--- src/rtl/core/modular_inverse_ext_euclid_top_macros.svh ---
// Assertion macros shared by the modular inverse RTL.
`ifndef MODULAR_INVERSE_EXT_EUCLID_TOP_MACROS_SVH
`define MODULAR_INVERSE_EXT_EUCLID_TOP_MACROS_SVH

// Same-cycle implication, checked outside reset.
`define MIE_ASSERT_NOW(label, clk, rst, ante, cons, msg) \
  label: assert property (@(posedge clk) disable iff (rst) (ante) |-> (cons)) \
    else $error(msg);

// Next-cycle implication, checked outside reset.
`define MIE_ASSERT_NEXT(label, clk, rst, ante, cons, msg) \
  label: assert property (@(posedge clk) disable iff (rst) (ante) |=> (cons)) \
    else $error(msg);

`endif

--- src/rtl/core/mie_pkg.sv ---
// Shared constants and types of the modular inverse block.
package mie_pkg;

  localparam int WIDTH  = 32;
  localparam int DATA_W = ((WIDTH + 7) / 8) * 8;
  localparam int CNT_W  = $clog2(WIDTH);

  localparam logic [WIDTH-1:0] RESET_MODULUS = WIDTH'(64'd1000000007);

  typedef logic [WIDTH-1:0] word_t;

  typedef struct packed {
    logic busy;
    logic done;
  } div_status_t;

endpackage

--- src/rtl/core/mie_div.sv ---
// Bit-serial restoring divider that also forms quotient times a multiplier.
module mie_div (
  input  logic                clk,
  input  logic                rst,
  input  logic                start,
  input  mie_pkg::word_t      dividend,
  input  mie_pkg::word_t      divisor,
  input  mie_pkg::word_t      mult,
  output mie_pkg::word_t      rem,
  output mie_pkg::word_t      prod,
  output mie_pkg::div_status_t status
);
  import mie_pkg::*;

  word_t            num;
  word_t            den;
  word_t            mul;
  word_t            rem_r;
  word_t            acc;
  logic [CNT_W-1:0] cnt;
  logic             busy;
  logic             done;

  logic [WIDTH:0]   rem_sh;
  word_t            rem_sub;
  logic             ge;
  word_t            rem_next;
  word_t            acc_next;

  // One quotient bit per cycle, MSB first; Horner form keeps q*mult in step.
  always_comb begin
    rem_sh   = {rem_r, num[WIDTH-1]};
    rem_sub  = rem_sh[WIDTH-1:0] - den;
    ge       = (rem_sh >= {1'b0, den});
    rem_next = ge ? rem_sub : rem_sh[WIDTH-1:0];
    acc_next = {acc[WIDTH-2:0], 1'b0} + (ge ? mul : '0);
  end

  always_ff @(posedge clk) begin
    if (rst) begin
      busy <= 1'b0;
      done <= 1'b0;
    end else begin
      done <= 1'b0;
      if (start) begin
        busy <= 1'b1;
      end else if (busy && cnt == '0) begin
        busy <= 1'b0;
        done <= 1'b1;
      end
    end
  end

  always_ff @(posedge clk) begin
    if (start) begin
      num   <= dividend;
      den   <= divisor;
      mul   <= mult;
      rem_r <= '0;
      acc   <= '0;
      cnt   <= CNT_W'(WIDTH - 1);
    end else if (busy) begin
      num   <= {num[WIDTH-2:0], 1'b0};
      rem_r <= rem_next;
      acc   <= acc_next;
      cnt   <= cnt - 1'b1;
    end
  end

  assign rem         = rem_r;
  assign prod        = acc;
  assign status.busy = busy;
  assign status.done = done;

endmodule

--- src/rtl/core/modular_inverse_ext_euclid_top.sv ---
// Top level of the modular inverse block: sequencer, coefficient registers, output beat.
//
// Usage:
//   Input channel s_*: one beat carries a value a in s_tdata. Output channel m_*:
//   one beat per input, m_tdata holds the inverse of a modulo the configured
//   modulus (0..modulus-1), m_tuser[0] is set when gcd(a, modulus) is 1; when it
//   is not, the inverse reads 0. Write the modulus through cfg_we/cfg_wdata only
//   while no beat is in flight; it resets to 1000000007.
// Throughput:
//   One item at a time; s_tready is high only while the sequencer is idle.
//   Each Euclid remainder step is one pass of the shared bit-serial divider:
//   one quotient bit per cycle plus launch and writeback. An item with k
//   nonzero remainders (k up to about 46 for 32-bit operands) takes k + 1 passes.
// Reset: rst is synchronous; it idles the sequencer and drops m_tvalid.
// Stall: a finished result sits in the output register; the block takes the
//   next input while it waits and holds its own next result until m_tready.
module modular_inverse_ext_euclid_top (
  input  logic                       clk,
  input  logic                       rst,
  // s_tdata fields, low bit up: value
  input  logic                       s_tvalid,
  output logic                       s_tready,
  input  logic [mie_pkg::DATA_W-1:0] s_tdata,
  // m_tdata fields, low bit up: inverse
  output logic                       m_tvalid,
  input  logic                       m_tready,
  output logic [mie_pkg::DATA_W-1:0] m_tdata,
  // m_tuser fields, low bit up: coprime
  output logic [0:0]                 m_tuser,
  input  logic                       cfg_we,
  input  logic [mie_pkg::WIDTH-1:0]  cfg_wdata
);
  import mie_pkg::*;

  `include "modular_inverse_ext_euclid_top_macros.svh"

  localparam logic [2:0] ST_IDLE   = 3'd0;
  localparam logic [2:0] ST_LAUNCH = 3'd1;
  localparam logic [2:0] ST_WAIT   = 3'd2;
  localparam logic [2:0] ST_RED    = 3'd3;
  localparam logic [2:0] ST_FIN    = 3'd4;

  logic [2:0]  state;
  word_t       modulus;

  // Euclid operands and the Bezout coefficient of the value, as sign+magnitude
  word_t       a_r;
  word_t       b_r;
  word_t       mag0;
  word_t       mag1;
  word_t       mag;
  logic        neg0;
  logic        neg1;
  logic        neg;

  word_t       inv_r;
  logic        cop_r;
  logic        out_valid;

  word_t       div_rem;
  word_t       div_prod;
  div_status_t div_st;
  logic        div_start;

  word_t       nmag;
  logic        in_beat;
  logic        out_beat;
  logic        load_out;
  logic        coprime_fin;
  word_t       inv_fin;

  assign in_beat   = s_tvalid && s_tready;
  assign out_beat  = m_tvalid && m_tready;
  assign s_tready  = (state == ST_IDLE);
  assign div_start = (state == ST_LAUNCH);
  assign load_out  = (state == ST_FIN) && (!out_valid || m_tready);

  // x_next = x0 - q*x1 with opposite signs: magnitudes add
  assign nmag = mag0 + div_prod;

  always_comb begin
    coprime_fin = (b_r == word_t'(1));
    inv_fin     = '0;
    if (coprime_fin) begin
      inv_fin = (neg && mag != '0) ? (modulus - mag) : mag;
    end
  end

  mie_div u_div (
    .clk      (clk),
    .rst      (rst),
    .start    (div_start),
    .dividend (a_r),
    .divisor  (b_r),
    .mult     (mag1),
    .rem      (div_rem),
    .prod     (div_prod),
    .status   (div_st)
  );

  // Modulus register
  always_ff @(posedge clk) begin
    if (rst) begin
      modulus <= RESET_MODULUS;
    end else if (cfg_we) begin
      modulus <= cfg_wdata;
    end
  end

  // Sequencer
  always_ff @(posedge clk) begin
    if (rst) begin
      state <= ST_IDLE;
    end else begin
      case (state)
        ST_IDLE: begin
          if (in_beat) begin
            // zero modulus: skip division, falls out as not coprime
            state <= (modulus == '0) ? ST_RED : ST_LAUNCH;
          end
        end
        ST_LAUNCH: begin
          state <= ST_WAIT;
        end
        ST_WAIT: begin
          if (div_st.done) begin
            state <= (div_rem != '0) ? ST_LAUNCH : ST_RED;
          end
        end
        ST_RED: begin
          state <= ST_FIN;
        end
        ST_FIN: begin
          if (load_out) begin
            state <= ST_IDLE;
          end
        end
        default: begin
          state <= ST_IDLE;
        end
      endcase
    end
  end

  // Operand and coefficient datapath
  always_ff @(posedge clk) begin
    if (in_beat) begin
      a_r  <= s_tdata[WIDTH-1:0];
      b_r  <= modulus;
      mag0 <= word_t'(1);
      mag1 <= '0;
      mag  <= '0;
      neg0 <= 1'b0;
      neg1 <= 1'b1;
      neg  <= 1'b0;
    end else if (state == ST_WAIT && div_st.done && div_rem != '0) begin
      // advance the remainder sequence by one step
      a_r  <= b_r;
      b_r  <= div_rem;
      mag0 <= mag1;
      neg0 <= neg1;
      mag1 <= nmag;
      neg1 <= neg0;
      mag  <= nmag;
      neg  <= neg0;
    end else if (state == ST_RED && mag >= modulus) begin
      // fold the magnitude into 0..modulus-1
      mag <= mag - modulus;
    end
  end

  // Output register
  always_ff @(posedge clk) begin
    if (rst) begin
      out_valid <= 1'b0;
    end else if (load_out) begin
      out_valid <= 1'b1;
    end else if (out_beat) begin
      out_valid <= 1'b0;
    end
  end

  always_ff @(posedge clk) begin
    if (load_out) begin
      inv_r <= inv_fin;
      cop_r <= coprime_fin;
    end
  end

  assign m_tvalid   = out_valid;
  assign m_tdata    = DATA_W'(inv_r);
  assign m_tuser[0] = cop_r;

  `MIE_ASSERT_NEXT(a_busy_after_accept, clk, rst, in_beat, !s_tready,
    "input taken while a previous item is still in work")
  `MIE_ASSERT_NOW(a_done_in_wait, clk, rst, div_st.done, state == ST_WAIT,
    "divider finished outside its wait state")
  `MIE_ASSERT_NOW(a_result_range, clk, rst, m_tvalid,
    cop_r ? (inv_r < modulus || modulus == word_t'(1)) : (inv_r == '0),
    "result out of range for its coprime flag")
  `MIE_ASSERT_NOW(a_no_start_busy, clk, rst, div_start, !div_st.busy,
    "divider launched while busy")

endmodule

--- config.mk ---
export PLATFORM = sky130hd
export DESIGN_NAME = modular_inverse_ext_euclid_top
export DESIGN_NICKNAME = d
export VERILOG_FILES = /design/src/rtl/core/mie_pkg.sv /design/src/rtl/core/mie_div.sv /design/src/rtl/core/modular_inverse_ext_euclid_top.sv
export VERILOG_INCLUDE_DIRS = /design/src /design/src/rtl/core
export SDC_FILE = /design/constraint.sdc
export NUM_CORES = 1
export LEC_CHECK = 0
export BUFFER_PORTS_ARGS = -buffer_cell sky130_fd_sc_hd__buf_2
export CAP_MARGIN = 40
export CORE_MARGIN = 2
export CORE_UTILIZATION = 45
export CTS_CLUSTER_SIZE = 30
export DETAILED_ROUTE_END_ITERATION = 8
export PLACE_DENSITY = 0.68
export SYNTH_ARGS = -nofsm -noshare
export SYNTH_HDL_FRONTEND = slang
export SYNTH_SLANG_ARGS = --single-unit
--- constraint.sdc ---
create_clock -name clk -period 4.8 [get_ports clk]
set_input_delay 0.48 -clock clk [delete_from_list [all_inputs] [get_ports clk]]
set_output_delay 0.48 -clock clk [all_outputs]
set_load 0.02 [all_outputs]
* Word level (Yosys, flattened, before mapping) *
Cells that the tools add are included.

cells by class
  muxes and demuxes = 22
  eq/ne operators = 8
  reduce and logical (&&, ||, !) cells = 22
  magnitude comparators = 2
  add/subtract/negate cells = 6

operators by type and width
  kind                                                                    number
  32-bit 2-to-1 mux                                                       11
  32-bit subtractor                                                       3
  32-bit adder                                                            2
  32-bit nonzero test                                                     2
  33-bit by 32-bit greater-or-equal comparator with 1-bit output          1
  32-bit by 1-bit equality test with 1-bit output, second input constant  1
  32-bit greater-or-equal comparator                                      1
  32-bit zero test                                                        1
  3-bit case mux with 5 select lines                                      1
  2-bit nonzero test                                                      5
  3-bit 2-to-1 mux                                                        3
  1-bit logical AND                                                       8
  3-bit by 2-bit equality test with 1-bit output, second input constant   2
  5-bit zero test                                                         1
  1-bit 2-to-1 mux                                                        5
  5-bit by 1-bit subtractor with 5-bit output, second input constant      1
  2-bit 2-to-1 mux                                                        2
  2-bit by 1-bit != test with 1-bit output, second input constant         2
  3-bit by 1-bit equality test with 1-bit output, second input constant   1
  3-bit equality test, second input constant                              1
  3-bit zero test                                                         1
  3-bit AND reduction                                                     1
  2-bit != test, second input constant                                    1
  2-bit OR reduction                                                      1
  2 further kinds                                                         2

storage, ports and cells
  input bits = 69
  flip-flop bits (word level) = 399
  output and inout port bits = 35
  logic and storage cells = 81

* Longest topological paths before layout *
  word-level depth = 5
  depth in mapped cells = 25
  mapped depth without buffers = 22

* Modules after synthesis *
Synthesis repeated with hierarchy kept, for this count alone.

unflattened totals
  cell total of the unflattened synthesis = 2,706
  area total of the unflattened synthesis = 24,264.5 um2

by module, submodules not included
  module                          instances  sequential area each (um2)  area each (um2)  cells each
  modular_inverse_ext_euclid_top  1          5,615.4                     14,559.0         1,754
  mie_div                         1          4,304.1                     9,705.6          952

* Least setup slack after synthesis *
Ideal clock, no wire load.

  path kind = register to register
  start = reg u_div.rem_r[6] (netlist: u_div.rem[6])
  end = reg u_div.acc[31] (netlist: u_div.prod[31])
  setup slack = -0.023 ns
  clock period less this slack = 4.823 ns
  path buffers = 2
  required time = 4.667 ns
  stages on the path, launching flop included = 24
  library setup time = 0.133 ns
  arrival = 4.690 ns
  path through = dfxtp_1 > ha_1 > a211oi_2 > nor3_2 > a2111oi_4 > nand2_2 > a21o_1 > o31ai_2 > o211a_1 > buf_4 > buf_2 > nor2b_1 > ha_1 > fa_1 > a211oi_1 > o21a_1 > nor4b_1 > nor3b_1 > a21oi_1 > a41oi_1 > o21ai_0 > a21oi_1 > xnor2_1 > a21oi_1

on the way
  word-level cells in the longest chain between the ends = 3

RTL lines
  item                                                            line           source
  start, declared                                                 mie_div.sv:18  word_t rem_r;
  start signal, assigned                                          mie_div.sv:64  rem_r <= rem_next;
  33-bit by 32-bit greater-or-equal comparator with 1-bit output  mie_div.sv:34  ge = (rem_sh >= {1'b0, den});
  32-bit 2-to-1 mux                                               mie_div.sv:36  acc_next = {acc[WIDTH-2:0], 1'b0} + (ge ? mul : '0);
  32-bit adder                                                    mie_div.sv:36
  end signal, assigned                                            mie_div.sv:65  acc <= acc_next;
  end, declared                                                   mie_div.sv:19  word_t acc;

Every way passes these cells.
A chain may end at the register's enable or synchronous reset.

* Final worst setup path *
  start = reg u_div.den[7]
  end = reg u_div.acc[31] (netlist: u_div.prod[31])

on the way
  word-level cells in the longest chain between the ends = 3

RTL lines
  item                                                            line           source
  start, declared                                                 mie_div.sv:16  word_t den;
  start signal, assigned                                          mie_div.sv:57  den <= divisor;
  33-bit by 32-bit greater-or-equal comparator with 1-bit output  mie_div.sv:34
  32-bit 2-to-1 mux                                               mie_div.sv:36
  32-bit adder                                                    mie_div.sv:36

Every way passes these cells.

==> flow_summary.json <==
{
  "numCtsBuffers": 45,
  "ir_worst_vdd_mv": 0.325,
  "first_pass_iters": 5,
  "grt_pass1_vias": 19892,
  "crit_fanout": 4,
  "final-setup-viol-count": 0,
  "synth_cells": 2692,
  "fin_tns_setup_ns": 0,
  "p_comb_share_pct": 36.1,
  "stdcell_count": 3568,
  "slew_violations": 0,
  "critical_path_arrival_ns": 5.05,
  "die_area_sq_mm": 0.0542,
  "antenna_found_initial": 4,
  "routed-via-count": 20408,
  "synthArstFlopShare_pct": 0,
  "synth_edf_count": 193,
  "hpwl_um": 53900,
  "start_kind": "flop",
  "post-route-drc-count": 0,
  "yosysSeqAreaShare_pct": 42.1,
  "dp.cells": 3477,
  "areaGrowthSynthToFinish_pct": 15.3,
  "drive_gt1_share_pct": 13.1,
  "fin_crit_sh_pct": 95.6,
  "cts_sinks": 399,
  "design_area_sq_mm": 0.0272,
  "worstSetupStartpoint": "u_div.den[7]",
  "power.total_mw": 12.4,
  "synth_top_flop_cell": "dfxtp_1",
  "final_antenna_net_count": 0,
  "globalRouteOverflowTotal": 0,
  "switching_share_pct": 35.4,
  "initial_core_util_pct": 45.7,
  "syn_avg_cell_area_sq_um": 8.75,
  "cp-end-kind": "flop",
  "r2r-start": "u_div.den[7]",
  "status": "complete, no violations",
  "cts.clk_slew.worst_paths_ns": 0.06,
  "leakagePower_nw": 11.5,
  "yosysUniqueCellTypes": 79,
  "track_usage_pct": 26.6,
  "pin_count": 104,
  "grt_pass1_wl_um": 112000,
  "ys_ff_latch": 399,
  "gp_congestion": 0.950,
  "yosysWarnings": 0,
  "cts.path.max_buffers": 3,
  "netSwitchingPower_mw": 4.39,
  "htree_levels": 2,
  "powerDensity_mw_per_mm2": 456,
  "p_seq_share_pct": 35.6,
  "power_frac_clock_pct": 28.2,
  "die_x_um": 233,
  "cap_violations": 0,
  "core_sq_mm": 0.0515,
  "period_needed_ns": 4.59,
  "required_ns": 5.27,
  "slew-limit-headroom_pct": 40.1,
  "wl_per_cell_um": 20.4,
  "worst-setup-path-type": "reg2reg",
  "cts_tree": "yes",
  "synth.cell_area_sq_mm": 0.0236,
  "die_h_um": 233,
  "max_freq_ghz": 0.218,
  "setup_ws_ns": 0.213,
  "root_buffer": "clkbuf_16",
  "finalHoldViolCount": 0,
  "fin_worst_skew_ns": 0.0218,
  "tightest_slew_ns": 0.892,
  "grt_start_max_net_pins": 75,
  "p_int_mw": 8.00,
  "via_per_inst": 5.72,
  "syn-num-nets": 2923,
  "rows": 83,
  "min_path_type": "in2reg",
  "placed_area_sq_mm": 0.0255,
  "dp_slack_ns": -0.157,
  "io_buffers": 103,
  "drtIter0Drc": 1632,
  "wirelength_um": 72800,
  "worstHoldStart": "cfg_wdata[15]",
  "clk_latency_ns": 0.60,
  "final_net_count": 3081
}
final cells by class:
| type | count | area (sq um) |
|---|---|---|
| repair buffers | 248 | 1670 |
| fillers | 4795 | 24300 |
| clock inverters | 26 | 256 |
| diodes | 1 | 2.50 |
| well taps | 680 | 851 |
| flip-flops and latches | 399 | 9920 |
| clock buffers | 58 | 1230 |
| inverters | 134 | 505 |
| multi-input cells | 2022 | 12700 |
power groups by stage:
stage                     Sequential, mW  Combinational, mW  Clock, mW
after floorplan                     4.37               2.90          0
after global placement              4.47               4.19          0
after detailed placement            4.47               4.29          0
after CTS                           4.41               4.35       3.56
after global routing                4.46               4.92       3.68
final                               4.41               4.48       3.50
per-layer routing:
metal  GRT usage (%)  routed length [um]  part of all wire, %
met1            35.5               32100                   44
met2            43.7               33600                   46
met3            3.01                3940                  5.4
met4            11.5                3060                  4.2
met5               0                  17                0.023
state kept, by name (all words and copies together), names as in the netlist, 5 cells and up:
name,cells
mag0,32
u_div.mul,32
m_tdata,32
u_div.num,32
u_div.cnt,5
u_div.rem,32
mag,32
u_div.den,32
b_r,32
mag1,32
modulus,32
u_div.prod,32
a_r,32
critical path, stage by stage, from the launching register on:
cell and delay (ns):
edfxtp_1 0.37, inv_1 0.06, ha_1 0.25, a211oi_2 0.31
nor3_2 0.10, a2111oi_4 0.27, nand2_2 0.09, a21o_1 0.21
o31ai_4 0.26, o211a_4 0.23, nor2b_1 0.06, ha_1 0.21
fa_2 0.36, a211oi_2 0.25, o21a_1 0.23, nor4b_2 0.07
nor3b_1 0.20, buf_4 0.17, a21oi_2 0.07, a41oi_2 0.24
o21ai_1 0.09, a21oi_1 0.16, xnor2_1 0.13, a21oi_1 0.09
stage by stage:
step                      hold WS, ns  util [%]
final                           0.110      52.7
after global routing            0.128      52.7
after CTS                      0.0917      52.5
after detailed placement        0.442      49.5
after global placement          0.433      49.5
after floorplan                 0.416         -
timing repair:
item / 4_1_cts / 5_1_grt
hold buffers: 0 / 0
buffers inserted: 0 / 6
gates resized for setup: 5 / 24
pin swaps: 2 / 17
setup endpoints to repair: 9 / 16
cells by family after synthesis:
logic type               after synthesis  synth area share [%]
buffers and inverters                271                  4.56
adder cells (fa/ha/maj)              162                  8.76
XOR/XNOR                             136                  5.06
AND/OR/NAND/NOR                      943                  17.8
multiplexers                          62                  2.63
flip-flops                           399                  42.1
AO/OA/AOI/OAI                        719                  19.1
final timing paths:
check / to / slack [ns] / depth (start not counted)
min: modulus[15] / 0.11 / 3
max reg2reg: u_div.prod[31] / 0.21 / 23
max: u_div.prod[31] / 0.21 / 23
min reg2reg: u_div.mul[29] / 0.46 / 0
Yosys cell counts (all sizes together) (11+ instances only):
cell type	number	area share [%]
a211oi	48	1.6
a21o	80	2.5
a21oi	256	5.4
a31oi	17	0.45
and3	17	0.45
buf	36	0.81
clkbuf	101	1.6
dfxtp	206	18
edfxtp	193	25
ha	157	8.3
inv	133	2.1
mux2i	62	2.6
nand2	485	7.7
nand2b	27	0.72
nand3	51	1.1
nand4	28	0.74
nor2	181	2.9
nor2b	54	1.4
nor3	27	0.59
nor4	35	0.93
o211ai	24	0.79
o21a	17	0.54
o21ai	168	3.6
o21bai	25	0.80
o31ai	11	0.43
xnor2	81	3.0
xor2	55	2.0
layout by cell type (no fill, tap or decap), types with 6 or more instances in the layout:
cell       count
a211oi_1      45
a21o_1        80
a21oi_1      249
a21oi_2        6
a22o_1         8
a31oi_1       17
and2_1         6
and3_1        17
buf_2        103
buf_4        140
clkbuf_1       9
clkbuf_16     46
clkinv_1       6
clkinv_2      11
dfxtp_1      205
edfxtp_1     193
ha_1         156
inv_1        131
mux2i_1       62
nand2_1      483
nand2b_1      27
nand3_1       50
nand3b_1       6
nand4_1       28
nor2_1       176
nor2b_1       52
nor3_1        26
nor4_1        35
o211ai_1      23
o21a_1        17
o21ai_0      156
o21ai_1       11
o21bai_1      25
o31a_1         6
o31ai_1        9
or2_2          7
xnor2_1       81
xor2_1        55
No activity file was read; power rests on OpenSTA's default activity.
